===== config.mk =====
export PLATFORM = sky130hd
export DESIGN_NAME = wear_gated_burst_detector
export DESIGN_NICKNAME = d
export VERILOG_FILES = /design/src/rtl/core/wgbd_pkg.sv /design/src/rtl/core/wgbd_front.sv /design/src/rtl/core/wgbd_queue.sv /design/src/rtl/core/wgbd_back.sv /design/src/rtl/core/wear_gated_burst_detector.sv
export SDC_FILE = /design/constraint.sdc
export NUM_CORES = 1
export LEC_CHECK = 0
export ABC_AREA = 1
export BUFFER_PORTS_ARGS = -buffer_cell sky130_fd_sc_hd__buf_2
export CORE_MARGIN = 4
export CORE_UTILIZATION = 50
export CTS_CLUSTER_DIAMETER = 40
export CTS_CLUSTER_SIZE = 14
export DETAILED_ROUTE_END_ITERATION = 10
export PLACE_DENSITY = 0.66
export SLEW_MARGIN = 20
export SYNTH_ARGS = -nofsm -noshare
export SYNTH_HDL_FRONTEND = slang
export SYNTH_SLANG_ARGS = --single-unit

===== constraint.sdc =====
create_clock -name clk -period 6.5 [get_ports clk]
set_input_delay 0.65 -clock clk [delete_from_list [all_inputs] [get_ports clk]]
set_output_delay 0.65 -clock clk [all_outputs]
set_load 0.005 [all_outputs]

===== src/rtl/core/wgbd_pkg.sv =====
// shared types, register indexes and widths for the wear gated burst detector
package wgbd_pkg;

	// configuration register indexes
	localparam logic [2:0] REG_HIT_THRESHOLD     = 3'd0;
	localparam logic [2:0] REG_WORN_UPPER_BOUND  = 3'd1;
	localparam logic [2:0] REG_BURST_LENGTH      = 3'd2;
	localparam logic [2:0] REG_REFRACTORY_LENGTH = 3'd3;
	localparam logic [2:0] REG_HITS_NEEDED       = 3'd4;
	localparam logic [2:0] REG_ARM_CHUNKS        = 3'd5;
	localparam logic [2:0] REG_DISARM_CHUNKS     = 3'd6;

	// detector phase codes
	localparam logic [1:0] PH_IDLE   = 2'd0;
	localparam logic [1:0] PH_ACTIVE = 2'd1;
	localparam logic [1:0] PH_REFR   = 2'd2;

	localparam int unsigned QueueDepth = 2;

	// configuration register set
	typedef struct packed {
		logic [31:0] hit_threshold;
		logic [31:0] worn_upper_bound;
		logic [7:0]  burst_length;
		logic [7:0]  refractory_length;
		logic [3:0]  hits_needed;
		logic [9:0]  arm_chunks;
		logic [9:0]  disarm_chunks;
	} cfg_t;

	// classification of one chunk
	typedef struct packed {
		logic worn;
		logic hit;
	} cls_t;

	// queue status seen by both sides
	typedef struct packed {
		logic full;
		logic empty;
	} q_stat_t;

	// one result item
	typedef struct packed {
		logic [1:0] det_state;
		logic       disarm_pulse;
		logic       arm_pulse;
		logic       armed;
		logic       motor_drive;
	} res_t;

endpackage


===== src/rtl/core/wgbd_front.sv =====
// front end: accepts chunk energies and classifies them as worn and hit
module wgbd_front (
	input  wgbd_pkg::cfg_t    cfg,
	input  logic              s_tvalid,
	output logic              s_tready,
	input  logic [31:0]       energy,
	input  wgbd_pkg::q_stat_t q_stat,
	output logic              push,
	output wgbd_pkg::cls_t    push_cls
);
	import wgbd_pkg::*;

	// accept while the queue has room
	assign s_tready = !q_stat.full;
	assign push     = s_tvalid && !q_stat.full;

	// worn means inside the open range above zero and below the upper bound
	always_comb begin
		push_cls.worn = (energy != 32'd0) && (energy < cfg.worn_upper_bound);
		push_cls.hit  = energy > cfg.hit_threshold;
	end

endmodule


===== src/rtl/core/wgbd_queue.sv =====
// two entry queue of classified items between front and back ends
module wgbd_queue (
	input  logic               clk,
	input  logic               arst_n,
	input  logic               push,
	input  wgbd_pkg::cls_t     push_cls,
	input  logic               pop,
	output wgbd_pkg::cls_t     pop_cls,
	output wgbd_pkg::q_stat_t  q_stat
);
	import wgbd_pkg::*;

	localparam int unsigned PtrW = $clog2(QueueDepth);
	localparam int unsigned CntW = $clog2(QueueDepth + 1);

	cls_t            entry_q [QueueDepth];
	logic [PtrW-1:0] wr_ptr_q;
	logic [PtrW-1:0] rd_ptr_q;
	logic [CntW-1:0] count_q;

	assign q_stat.full  = (count_q == CntW'(QueueDepth));
	assign q_stat.empty = (count_q == '0);
	assign pop_cls      = entry_q[rd_ptr_q];

	// entry storage
	always_ff @(posedge clk) begin
		if (push) begin
			entry_q[wr_ptr_q] <= push_cls;
		end
	end

	// pointers and fill count
	always_ff @(posedge clk or negedge arst_n) begin
		if (!arst_n) begin
			wr_ptr_q <= '0;
			rd_ptr_q <= '0;
			count_q  <= '0;
		end else begin
			if (push) begin
				wr_ptr_q <= (wr_ptr_q == PtrW'(QueueDepth - 1)) ? '0 : wr_ptr_q + 1'b1;
			end
			if (pop) begin
				rd_ptr_q <= (rd_ptr_q == PtrW'(QueueDepth - 1)) ? '0 : rd_ptr_q + 1'b1;
			end
			if (push && !pop) begin
				count_q <= count_q + 1'b1;
			end else if (pop && !push) begin
				count_q <= count_q - 1'b1;
			end
		end
	end

endmodule


===== src/rtl/core/wgbd_back.sv =====
// back end: arming counters, burst machine and the result register
module wgbd_back (
	input  logic              clk,
	input  logic              arst_n,
	input  wgbd_pkg::cfg_t    cfg,
	input  wgbd_pkg::q_stat_t q_stat,
	input  wgbd_pkg::cls_t    pop_cls,
	output logic              pop,
	output logic              m_tvalid,
	input  logic              m_tready,
	output wgbd_pkg::res_t    res
);
	import wgbd_pkg::*;

	logic [1:0] phase_q;
	logic [7:0] timer_q;
	logic [3:0] hit_run_q;
	logic       armed_q;
	logic [9:0] worn_cnt_q;
	logic [9:0] unworn_cnt_q;
	logic       motor_q;
	logic       out_valid_q;
	res_t       out_q;

	logic [1:0] phase_d;
	logic [7:0] timer_d;
	logic [3:0] hit_run_d;
	logic       armed_d;
	logic [9:0] worn_cnt_d;
	logic [9:0] unworn_cnt_d;
	logic       motor_d;
	logic       arm_p;
	logic       disarm_p;
	logic [9:0] worn_inc;
	logic [9:0] unworn_inc;
	logic [3:0] hit_inc;
	logic [7:0] timer_dec;

	// take an item when the result register is free or drains this cycle
	assign pop      = !q_stat.empty && (!out_valid_q || m_tready);
	assign m_tvalid = out_valid_q;
	assign res      = out_q;

	// saturating increments and timer decrement
	assign worn_inc   = (worn_cnt_q == 10'h3FF) ? worn_cnt_q : worn_cnt_q + 10'd1;
	assign unworn_inc = (unworn_cnt_q == 10'h3FF) ? unworn_cnt_q : unworn_cnt_q + 10'd1;
	assign hit_inc    = (hit_run_q == 4'hF) ? hit_run_q : hit_run_q + 4'd1;
	assign timer_dec  = timer_q - 8'd1;

	// next state for one classified chunk
	always_comb begin
		phase_d      = phase_q;
		timer_d      = timer_q;
		hit_run_d    = hit_run_q;
		armed_d      = armed_q;
		worn_cnt_d   = worn_cnt_q;
		unworn_cnt_d = unworn_cnt_q;
		motor_d      = motor_q;
		arm_p        = 1'b0;
		disarm_p     = 1'b0;
		if (pop_cls.worn) begin
			if (!armed_q) begin
				worn_cnt_d = worn_inc;
				if (worn_inc >= cfg.arm_chunks) begin
					armed_d = 1'b1;
					arm_p   = 1'b1;
					motor_d = 1'b0;
				end
			end else begin
				// burst machine, unused code behaves as idle
				unique case (phase_q)
					PH_ACTIVE: begin
						timer_d = timer_dec;
						if (timer_dec == 8'd0) begin
							motor_d = 1'b0;
							phase_d = PH_REFR;
							timer_d = cfg.refractory_length;
						end
					end
					PH_REFR: begin
						timer_d = timer_dec;
						if (timer_dec == 8'd0) begin
							phase_d = PH_IDLE;
						end
					end
					default: begin
						phase_d   = PH_IDLE;
						hit_run_d = pop_cls.hit ? hit_inc : 4'd0;
						if ((pop_cls.hit ? hit_inc : 4'd0) >= cfg.hits_needed) begin
							motor_d   = 1'b1;
							phase_d   = PH_ACTIVE;
							timer_d   = cfg.burst_length;
							hit_run_d = 4'd0;
						end
					end
				endcase
			end
		end else begin
			worn_cnt_d = 10'd0;
			if (armed_q) begin
				unworn_cnt_d = unworn_inc;
				if (unworn_inc >= cfg.disarm_chunks) begin
					armed_d      = 1'b0;
					disarm_p     = 1'b1;
					motor_d      = 1'b0;
					unworn_cnt_d = 10'd0;
				end
			end
		end
	end

	// detector state
	always_ff @(posedge clk or negedge arst_n) begin
		if (!arst_n) begin
			phase_q      <= PH_IDLE;
			timer_q      <= '0;
			hit_run_q    <= '0;
			armed_q      <= 1'b0;
			worn_cnt_q   <= '0;
			unworn_cnt_q <= '0;
			motor_q      <= 1'b0;
		end else if (pop) begin
			phase_q      <= phase_d;
			timer_q      <= timer_d;
			hit_run_q    <= hit_run_d;
			armed_q      <= armed_d;
			worn_cnt_q   <= worn_cnt_d;
			unworn_cnt_q <= unworn_cnt_d;
			motor_q      <= motor_d;
		end
	end

	// result valid flag
	always_ff @(posedge clk or negedge arst_n) begin
		if (!arst_n) begin
			out_valid_q <= 1'b0;
		end else if (pop) begin
			out_valid_q <= 1'b1;
		end else if (m_tready) begin
			out_valid_q <= 1'b0;
		end
	end

	// result payload
	always_ff @(posedge clk) begin
		if (pop) begin
			out_q.motor_drive  <= motor_d;
			out_q.armed        <= armed_d;
			out_q.arm_pulse    <= arm_p;
			out_q.disarm_pulse <= disarm_p;
			out_q.det_state    <= phase_d;
		end
	end

endmodule


===== src/rtl/core/wear_gated_burst_detector.sv =====
// wear gated burst detector: each item passes the queue and the result register
// throughput one item per cycle while the result side keeps taking items
// the front classifies in the accept cycle, a two entry queue feeds the back end,
// whose single state update per cycle and result register set the rate
// arst_n clears all detector state and restores the configuration register defaults
module wear_gated_burst_detector (
	input  logic        clk,
	input  logic        arst_n,
	input  logic        s_tvalid,
	output logic        s_tready,
	input  logic [31:0] s_tdata,   // [31:0] energy
	output logic        m_tvalid,
	input  logic        m_tready,
	output logic [7:0]  m_tdata,   // [0] motor_drive, [1] armed, [2] arm_pulse,
	                               // [3] disarm_pulse, [5:4] det_state, [7:6] zero
	input  logic        cfg_we,
	input  logic [2:0]  cfg_index,
	input  logic [31:0] cfg_data
);
	import wgbd_pkg::*;

	cfg_t    cfg_q;
	q_stat_t q_stat;
	cls_t    push_cls;
	cls_t    pop_cls;
	logic    push;
	logic    pop;
	res_t    res;

	// configuration registers
	always_ff @(posedge clk or negedge arst_n) begin
		if (!arst_n) begin
			cfg_q.hit_threshold     <= 32'd7000;
			cfg_q.worn_upper_bound  <= 32'd15000;
			cfg_q.burst_length      <= 8'd4;
			cfg_q.refractory_length <= 8'd24;
			cfg_q.hits_needed       <= 4'd2;
			cfg_q.arm_chunks        <= 10'd78;
			cfg_q.disarm_chunks     <= 10'd78;
		end else if (cfg_we) begin
			unique case (cfg_index)
				REG_HIT_THRESHOLD:     cfg_q.hit_threshold     <= cfg_data;
				REG_WORN_UPPER_BOUND:  cfg_q.worn_upper_bound  <= cfg_data;
				REG_BURST_LENGTH:      cfg_q.burst_length      <= cfg_data[7:0];
				REG_REFRACTORY_LENGTH: cfg_q.refractory_length <= cfg_data[7:0];
				REG_HITS_NEEDED:       cfg_q.hits_needed       <= cfg_data[3:0];
				REG_ARM_CHUNKS:        cfg_q.arm_chunks        <= cfg_data[9:0];
				REG_DISARM_CHUNKS:     cfg_q.disarm_chunks     <= cfg_data[9:0];
				default: ;
			endcase
		end
	end

	wgbd_front u_front (
		.cfg      (cfg_q),
		.s_tvalid (s_tvalid),
		.s_tready (s_tready),
		.energy   (s_tdata),
		.q_stat   (q_stat),
		.push     (push),
		.push_cls (push_cls)
	);

	wgbd_queue u_queue (
		.clk      (clk),
		.arst_n   (arst_n),
		.push     (push),
		.push_cls (push_cls),
		.pop      (pop),
		.pop_cls  (pop_cls),
		.q_stat   (q_stat)
	);

	wgbd_back u_back (
		.clk      (clk),
		.arst_n   (arst_n),
		.cfg      (cfg_q),
		.q_stat   (q_stat),
		.pop_cls  (pop_cls),
		.pop      (pop),
		.m_tvalid (m_tvalid),
		.m_tready (m_tready),
		.res      (res)
	);

	// pack the result item
	assign m_tdata = {2'b00, res};

`ifndef SYNTHESIS
	// arm and disarm never share an item
	a_pulse_excl: assert property (@(posedge clk) disable iff (!arst_n)
		m_tvalid |-> !(m_tdata[2] && m_tdata[3]))
		else $error("arm and disarm pulse together");

	// an arm pulse leaves the block armed with the motor off
	a_arm_state: assert property (@(posedge clk) disable iff (!arst_n)
		(m_tvalid && m_tdata[2]) |-> (m_tdata[1] && !m_tdata[0]))
		else $error("arm pulse with wrong armed or motor level");

	// a disarm pulse leaves the block disarmed with the motor off
	a_disarm_state: assert property (@(posedge clk) disable iff (!arst_n)
		(m_tvalid && m_tdata[3]) |-> (!m_tdata[1] && !m_tdata[0]))
		else $error("disarm pulse with wrong armed or motor level");

	// the queue never pushes while full
	a_no_overflow: assert property (@(posedge clk) disable iff (!arst_n)
		push |-> !q_stat.full)
		else $error("queue overflow");
`endif

endmodule


Yosys cells after proc, flatten, opt, wreduce, memory -nomap -nowiden
Memories as Yosys holds them, arrays and structs flattened. Index checks and enable logic that the tools add are counted.

Add/subtract/negate cells: 8. Magnitude comparators: 5. Equal/unequal tests: 13. Mux-type cells: 39. Bitwise gates (word level): 3. Reductions and logical operators: 32.

Operators with widths (number): 10-bit two-way mux (5); 32-bit greater-than comparator (1); 32-bit less-than comparator (1); 32-bit nonzero test (1); 10-bit by 1-bit adder with 10-bit output, second input constant (2); 10-bit equality test, second input constant (2); 10-bit >= comparator (2); 1-bit two-way mux (20); 8-bit two-way mux (2); 8-bit one-hot mux with 2 select lines (1); 2-bit AND reduction (8); 2-bit two-way mux (6); 4-bit two-way mux (3); 3-bit equality test, second input constant (3); 8-bit zero test (1); 4-bit AND reduction (2); 8-bit by 1-bit subtractor with 8-bit output, second input constant (1); 3-bit by 2-bit equality test with 1-bit output, second input constant (2); 2-bit OR reduction (3); 1-bit logical AND (5); 1-bit zero test (5); 4-bit by 1-bit adder with 4-bit output, second input constant (1); 2-bit equality test, second input constant (2); 4-bit equality test, second input constant (1); other kinds (16) (20).

Bits in registers: 151. RAM bits: 4. Bits of input ports: 72. Output and inout bits: 10. Word-level logic and storage cells: 124. Memories: 1.

Memory list: u_queue.entry_q (depth 2, width 2, rd ports 1, clocked after memory_dff 0, wr ports 1, RTL line wgbd_queue.sv:16) `cls_t entry_q [QueueDepth];`.

Logic depth before layout (Yosys ltp)
Gate-level depths: netlist of the first run.

Depth in word-level cells: 8. Gate-level depth with buffers: 21. Mapped depth without buffers: 21.

By module
A second synthesis of the first run with hierarchy kept.

Cells, all modules: 1268. Area, all modules: 9658.0 µm².

Modules (own cells, without submodules): wear_gated_burst_detector (instances 1, cells each 465, area an instance 4136.5 µm², seq. area each 2635.0 µm²); wgbd_back (instances 1, cells each 463, area an instance 3339.5 µm², seq. area each 1106.1 µm²); wgbd_front (instances 1, cells each 309, area an instance 1830.5 µm², seq. area each 0.0 µm²); wgbd_queue (instances 1, cells each 31, area an instance 351.6 µm², seq. area each 220.2 µm²).

Worst setup path after synthesis of the first run
OpenSTA, ideal clock, no wires.

Path kind: reg2reg. From: register u_back.unworn_cnt_q[1]. To: register u_back.unworn_cnt_q[5]. Data arrival time: 2489 ps. Setup slack: 3929 ps. Cell stages (with the launch flop): 20. Cells stage by stage: dfrtp_1 ha_1 nand2_1 nor3_1 nand2_1 inv_2 nand2_1 nor2_1 nand2_1 nand3_1 xor2_1 inv_1 ha_1 a21oi_1 o21ai_0 nand2_1 nand4_1 inv_1 nand2_1 o22ai_1.

Word-level cells in the longest chain between the ends: 4. Elaborated cells on any way between the ends: 5.

RTL lines: from (decl) (RTL line wgbd_back.sv:20) `logic [9:0] unworn_cnt_q;`; from (signal assigned) (RTL line wgbd_back.sv:128) `unworn_cnt_q <= unworn_cnt_d;`; 10-bit by 1-bit adder with 10-bit output or 10-bit equality test (tied branches) (RTL line wgbd_back.sv:46) `assign unworn_inc = (unworn_cnt_q == 10'h3FF) ? unworn_cnt_q : unworn_cnt_q + 10'd1;`; 10-bit two-way mux (*) (RTL line wgbd_back.sv:46); 10-bit >= comparator (RTL line wgbd_back.sv:102) `if (unworn_inc >= cfg.disarm_chunks) begin`; 10-bit two-way mux (*) (RTL line wgbd_back.sv:102).

Every way passes the cells marked *; elsewhere a longest branch is shown, timed or not. A chain may end at the register's enable or synchronous reset.

Final worst setup path of the first run
From: register u_back.unworn_cnt_q[1]. To: register u_back.unworn_cnt_q[0].

Same word-level chain as after synthesis.

==> results of run 1 <==
-- kinds of logic after synthesis --
family	Yosys count	share of synthesized area
AOI/OAI and AO/OA	245	0.147
xor gates and xnor gates	13	0.0124
adders and majority gates	95	0.130
buffers and inverters	233	0.0974
DFF	155	0.432
muxes	1	0.00109
other	1	0.000409
and+or+nand+nor	389	0.181
-- per-layer routing --
metal  routed length [um]  vias to the layer above
met1                 9850                     3394
met2                 9910                      118
met3                  703                       29
met5                    0                        -
li1                     -                     3847
met4                  345                        0
-- critical path: stages, from the launching register on --
cell,delay [ps]
dfrtp_1,360
ha_1,190
nand2_1,90
nor3_1,220
nand2_1,100
inv_2,80
nand2_1,60
nor2_1,120
nand2_1,70
nand3_1,80
xor2_1,190
inv_1,60
ha_1,280
a21oi_1,130
o21ai_0,90
nand2_1,70
nand4_1,230
inv_1,310
nand2_1,160
o22ai_1,180
-- state kept, by name, indices dropped and copies added (netlist names) --
register and flops:
u_queue.entry_q 4, u_queue.count_q 2, u_back.timer_q 8, u_back.armed_q 1, u_back.unworn_cnt_q 10, u_queue.rd_ptr_q 1
u_back.motor_q 1, u_back.m_tvalid 1, u_back.hit_run_q 4, u_queue.wr_ptr_q 1, u_back.phase_q 2, u_back.worn_cnt_q 10
cfg_q 104, u_back.res 6
-- synthesized netlist by cell type (3+ instances only) --
| master | instances |
|---|---|
| a211oi_1 | 3 |
| a21o_1 | 4 |
| a21oi_1 | 48 |
| a22oi_1 | 3 |
| a31oi_1 | 4 |
| buf_2 | 3 |
| clkbuf_1 | 20 |
| dfrtp_1 | 119 |
| dfstp_2 | 26 |
| edfxtp_1 | 10 |
| ha_1 | 95 |
| inv_1 | 197 |
| inv_2 | 10 |
| nand2_1 | 245 |
| nand3_1 | 36 |
| nand4_1 | 14 |
| nor2_1 | 56 |
| nor2_2 | 5 |
| nor3_1 | 12 |
| nor4_1 | 9 |
| o211ai_1 | 5 |
| o21a_1 | 3 |
| o21ai_0 | 143 |
| o21ai_1 | 10 |
| o22ai_1 | 11 |
| xor2_1 | 11 |
-- area by class of cell --
| class | count | area share |
|---|---|---|
| Inverter | 207 | 0.0748 |
| Multi-Input combinational cell | 745 | 0.418 |
| Clock buffer | 20 | 0.0460 |
| Clock inverter | 12 | 0.0130 |
| Tap cell | 229 | 0.0276 |
| Sequential cell | 155 | 0.381 |
| Timing Repair Buffer | 80 | 0.0394 |
-- worst paths after layout --
path	endpoint	cells after the start	slack [ps]	start
hold reg to reg	cfg_q[100]	2	480	cfg_q[100]
setup reg to reg	u_back.unworn_cnt_q[0]	19	3330	u_back.unworn_cnt_q[1]
min in group clk	u_back.m_tvalid	2	410	m_tready
max in group asynchronous	cfg_q[46]	2	4830	arst_n
hold / removal	u_back.m_tvalid	1	250	arst_n
setup / recovery	u_back.unworn_cnt_q[0]	19	3330	u_back.unworn_cnt_q[1]
-- power by group --
group          leakage [nW]  internal, W  total, W  switching (W)
clock network         0.298     0.000612   0.00103       0.000415
logic                  3.18     0.000496   0.00137       0.000872
registers              1.88      0.00125   0.00142       0.000169
total                  5.36      0.00236   0.00382        0.00146
-- metrics by stage --
stage	hold WS [ps]	util	instance area, um^2	worst slack, ps
after floorplan	354	-	9180	3930
after global placement	468	0.542	9760	3450
after detailed placement	473	0.542	9760	3360
after CTS	270	0.576	10400	3330
after global routing	306	0.576	10400	2930
final	251	0.576	10400	3330
==> results.sh, run 1 <==
export IMPL_regArea_um2=3960
export IMPL_vias=7388
export IMPL_syn_inst=1132
export IMPL_grt_ovfl_total=0
export IMPL_core_um2=18000
export IMPL_grt_pass1_wl_um=35000
export IMPL_cap_viol_max_count=0
export IMPL_drive_gt1_frac=0.139
export IMPL_leakagePower_nw=5.36
export IMPL_hold_class="primary input to async pin"
export IMPL_yosysTopAreaCell="dfrtp_1"
export IMPL_seq_area_frac_synth=0.432
export IMPL_die_area_um2=20600
export IMPL_final_period_utilization=0.488
export IMPL_start_util=0.509
export IMPL_post_place_cells=1416
export IMPL_hold_violations=0
export IMPL_ys_types=49
export IMPL_cts_root_buffer="clkbuf_16"
export IMPL_clock_path_buffers=2
export IMPL_h_tree_depth=4
export IMPL_nFillCells=1663
export IMPL_startpoint_type="register"
export IMPL_antenna_found_initial=0
export IMPL_cts_tree="yes"
export IMPL_num_rows=49
export IMPL_nets=1373
export IMPL_use_met2=0.355
export IMPL_grt_util_met3=0.0366
export IMPL_slew_viol_final=0
export IMPL_num_io_pins=82
export IMPL_synth_top_area_frac=0.325
export IMPL_synth_seq_cells=155
export IMPL_drt_wl_total_um=20800
export IMPL_path_class="register to register"
export IMPL_postCtsSetupBuffers=0
export IMPL_cts_buffers_inserted=17
export IMPL_critPathMaxFanout=8
export IMPL_outcome="finished, final reports clean"
export IMPL_cts_clk_slew_worst_paths_ps=60
export IMPL_syn_cell_area_um2=9180
export IMPL_tightest_slew_ps=927
export IMPL_clk_latency_ps=430
export IMPL_port_buffers=79
export IMPL_grt_usage=0.213
export IMPL_antenna_cells=0
export IMPL_grt_pass1_vias=7162
export IMPL_fin_skew_ps=8.52
export IMPL_drc=0
export IMPL_synth_area_leaders="dfrtp_1, ha_1, nand2_1, inv_1, o21ai_0"
export IMPL_die_y_um=143
export IMPL_hpwl_um=15400
export IMPL_first_pass_iters=5
export IMPL_fin_cells=1448
export IMPL_yosys_warnings=0
export IMPL_clock_sinks=155
export IMPL_async_reset_ff_frac=0.935
export IMPL_synth_edf_count=10
export IMPL_period_needed_ps=3170
export IMPL_setup_viol=0
export IMPL_routedWlPerCell_um=14.4
export IMPL_cp_end_kind="register"
export IMPL_layout_common_cells="nand2_1, inv_1, o21ai_0, dfrtp_1, ha_1"
export IMPL_hold_buffers=0
export IMPL_clock_fmax_mhz=315
export IMPL_rsz0062_at_grt="false"
export IMPL_dieWidth_um=143
export IMPL_layout_commonest_cell="nand2_1"
export IMPL_gp_congestion=0.871
export IMPL_maxSlewHeadroom=0.382
export IMPL_crit_required_ps=6830
export IMPL_critPathArrivalTime_ps=3510
export IMPL_syn_avg_cell_area_um2=8.11
export IMPL_top_usage_layer="met2"
export IMPL_synthFlopType="dfrtp_1"
export IMPL_final_setup_tns_ps=0
export IMPL_areaGrowthSynthToFinish_pct=13.2
export IMPL_grt_use_met1=0.286
export IMPL_drtAntennaViolNets=0
export IMPL_total_power_w=0.00382
export IMPL_cts_repair_resized=0
export IMPL_multi_input_area_um2=4340
export IMPL_drtIter0Drc=375
export IMPL_ir_worst_vdd_mv=0.226
export IMPL_grt_max_degree=74
export IMPL_vias_per_cell=5.10
export IMPL_powerDensity_nw_per_um2=368
No activity file was read; power rests on OpenSTA's default activity.
==> inputs of run 2 (changes only) <==
--- a/config.mk
+++ b/config.mk
@@ -5,14 +5,14 @@
 export SDC_FILE = /design/constraint.sdc
 export NUM_CORES = 1
 export LEC_CHECK = 0
-export ABC_AREA = 1
+export ABC_AREA = 0
 export BUFFER_PORTS_ARGS = -buffer_cell sky130_fd_sc_hd__buf_2
 export CORE_MARGIN = 4
 export CORE_UTILIZATION = 50
 export CTS_CLUSTER_DIAMETER = 40
 export CTS_CLUSTER_SIZE = 14
 export DETAILED_ROUTE_END_ITERATION = 10
-export PLACE_DENSITY = 0.66
+export PLACE_DENSITY = 0.69
 export SLEW_MARGIN = 20
 export SYNTH_ARGS = -nofsm -noshare
 export SYNTH_HDL_FRONTEND = slang
==> constraint.sdc (replaced) <==
create_clock -name clk -period 2.75 [get_ports clk]
set_input_delay 0.275 -clock clk [delete_from_list [all_inputs] [get_ports clk]]
set_output_delay 0.275 -clock clk [all_outputs]
set_load 0.005 [all_outputs]
==> results.sh, run 2 <==
export IMPL_ys_types=63
export IMPL_syn_avg_cell_area_um2=9.57
export IMPL_cts_buffers_inserted=17
export IMPL_synthFlopType="dfrtp_1"
export IMPL_final_setup_tns_ps=0
export IMPL_top_regs="cfg_q x104, u_back.unworn_cnt_q x10, u_back.worn_cnt_q x10"
export IMPL_syn_inst=954
export IMPL_num_io_pins=82
export IMPL_yosys_warnings=0
export IMPL_clock_path_buffers=2
export IMPL_reg2reg_to="u_back.res[0]"
export IMPL_final_period_utilization=0.991
export IMPL_nFillCells=1558
export IMPL_maxSlewHeadroom=0.578
export IMPL_clock_fmax_mhz=367
export IMPL_yosysMostFrequentCell="dfrtp_1"
export IMPL_yosysTopAreaCell="dfrtp_1"
export IMPL_syn_cell_area_um2=9130
export IMPL_multi_input_area_um2=4910
export IMPL_synth_edf_count=10
export IMPL_cts_clk_slew_worst_paths_ps=60
export IMPL_synth_seq_cells=155
export IMPL_leakagePower_nw=5.21
export IMPL_clock_sinks=155
export IMPL_critPathArrivalTime_ps=2910
export IMPL_dieWidth_um=143
export IMPL_h_tree_depth=4
export IMPL_drtAntennaViolNets=0
export IMPL_gp_congestion=0.891
export IMPL_die_area_um2=20500
export IMPL_placed_area_um2=10200
export IMPL_antenna_cells=0
export IMPL_drive_gt1_frac=0.263
export IMPL_areaGrowthSynthToFinish_pct=20.5
export IMPL_regMostFlops="cfg_q"
export IMPL_grt_usage=0.214
export IMPL_seq_area_frac_synth=0.434
export IMPL_synth_top_area_frac=0.326
export IMPL_async_reset_ff_frac=0.935
export IMPL_cts_tree="yes"
export IMPL_grt_max_degree=64
export IMPL_crit_required_ps=2930
export IMPL_drc=0
export IMPL_netlist_top_cells_count="dfrtp_1, nand2_1, o21ai_0"
export IMPL_antenna_found_initial=0
export IMPL_outcome="finished, final reports clean"
export IMPL_largest_register_ffs=104
export IMPL_cap_viol_max_count=0
export IMPL_reg2regPathDepth=13
export IMPL_fin_skew_ps=7.06
export IMPL_design_area_um2=11000
export IMPL_tightest_slew_ps=630
export IMPL_drtIter0Drc=370
export IMPL_hold_violations=0
export IMPL_vias=7243
export IMPL_cts_root_buffer="clkbuf_16"
export IMPL_endpoint="u_back.res[0]"
export IMPL_nets=1256
export IMPL_routedWlPerCell_um=15.8
export IMPL_drt_wl_total_um=21000
export IMPL_setup_viol=0
export IMPL_hold_class="primary input to register"
export IMPL_regArea_um2=3960
export IMPL_hpwl_um=15300
export IMPL_num_rows=49
export IMPL_grt_ovfl_total=0
export IMPL_port_buffers=79
export IMPL_finalWorstSetupSlack_ps=24.3
export IMPL_fin_util=0.612
export IMPL_startpoint_type="register"
export IMPL_ir_worst_vdd_mv=0.469
export IMPL_grt_pass1_wl_um=34900
export IMPL_start_util=0.508
export IMPL_core_um2=18000
export IMPL_powerDensity_nw_per_um2=714
export IMPL_layout_common_cells="dfrtp_1, nand2_1, inv_1, o21ai_0, ha_1"
export IMPL_cp_end_kind="register"
export IMPL_die_y_um=143
export IMPL_clk_latency_ps=430
export IMPL_crit_start="u_back.unworn_cnt_q[1]"
export IMPL_rsz0062_at_grt="true"
export IMPL_post_place_ws_ps=-204
export IMPL_grt_pass1_vias=7087
export IMPL_synth_area_leaders="dfrtp_1, ha_1, dfstp_2, o21ai_0, mux2_2"
export IMPL_layout_commonest_cell="dfrtp_1"
export IMPL_path_class="register to register"
export IMPL_period_needed_ps=2730
export IMPL_rr_startpoint="u_back.unworn_cnt_q[1]"
export IMPL_slew_viol_final=0
export IMPL_total_power_w=0.00786
export IMPL_rrSetupSlack_ps=20
export IMPL_critPathMaxFanout=7
export IMPL_first_pass_iters=5
export IMPL_vias_per_cell=5.44
==> run 2: cell types whose count changed after synthesis, sizes merged, moves of 14 or more <==
cell   change
a21oi     -17
inv      -110
mux2      +41
nand2    -131
nand3     -18
nor2      -14
o21ai     -49
==> run 2: stage by stage <==
stage	std cells	hold slack [ps]
3_5_place_dp	1287	288
4_1_cts	1324	56.1
5_1_grt	1331	62.2
6_report	1331	68.0
2_1_floorplan	955	-20.6
3_3_place_gp	1287	288
==> run 2: cell type report <==
| cell class | instances | share of cell area |
|---|---|---|
| Multi-Input combinational cell | 670 | 0.446 |
| Sequential cell | 155 | 0.360 |
| Timing Repair Buffer | 147 | 0.0859 |
| Clock buffer | 22 | 0.0422 |
| Inverter | 98 | 0.0334 |
| Tap cell | 229 | 0.0260 |
| Clock inverter | 10 | 0.00625 |
==> run 2: kinds of logic (layout without fill, tap and decap cells) <==
group / count (synthesis) / after routing / share of synthesized area
compound gates: 229 / 230 / 0.158
fa+ha+maj: 95 / 95 / 0.130
other cells: 1 / 2 / 0.000411
buf+inv: 131 / 277 / 0.0558
simple gates: 271 / 271 / 0.141
mux: 49 / 49 / 0.0593
xor+xnor: 23 / 23 / 0.0221
flops: 155 / 155 / 0.434
==> run 2: how the worst min path moves through the flow <==
stage | cells past startpoint | endpoint | startpoint
after floorplan | 0 | cfg_q[0] | arst_n
after global placement | 1 | u_back.worn_cnt_q[3] | arst_n
after detailed placement | 1 | u_back.worn_cnt_q[3] | arst_n
after CTS | 3 | cfg_q[59] | cfg_data[19]
after global routing | 3 | cfg_q[93] | cfg_data[21]
final | 3 | cfg_q[102] | cfg_data[30]
==> run 2: timing repair <==
action,4_1_cts,5_1_grt
setup endpoints to repair,13,21
hold endpoints to repair,48,0
cloned,1,1
setup buffers,3,6
hold buffers,1,0
resized for setup,9,41
pin swaps,12,16
==> run 2: routing by layer <==
metal	global-route usage	share of wire	vias to the layer above	wire, um
met5	0	0	-	0
met4	0.0500	0.013	0	267
met3	0.0445	0.047	27	981
met2	0.357	0.49	166	10400
met1	0.287	0.45	3416	9400
li1	-	-	3634	-
==> run 2: worst max-delay path, stage by stage, from the launching register on <==
cell	delay (ps)
dfrtp_1	360
ha_2	190
nand2_2	60
or3_4	350
nand2b_4	100
nor2_4	40
xor2_2	140
ha_1	360
buf_6	120
nand4_1	120
nor2_2	160
a21o_4	220
a21oi_2	80
a21o_1	170
==> run 2: power breakdown <==
| group | switching (W) | total [W] | internal [W] | leakage, nW |
|---|---|---|---|---|
| Clock | 0.000942 | 0.00214 | 0.00120 | 0.256 |
| Sequential | 0.000296 | 0.00317 | 0.00288 | 1.84 |
| Combinational | 0.00138 | 0.00254 | 0.00116 | 3.11 |
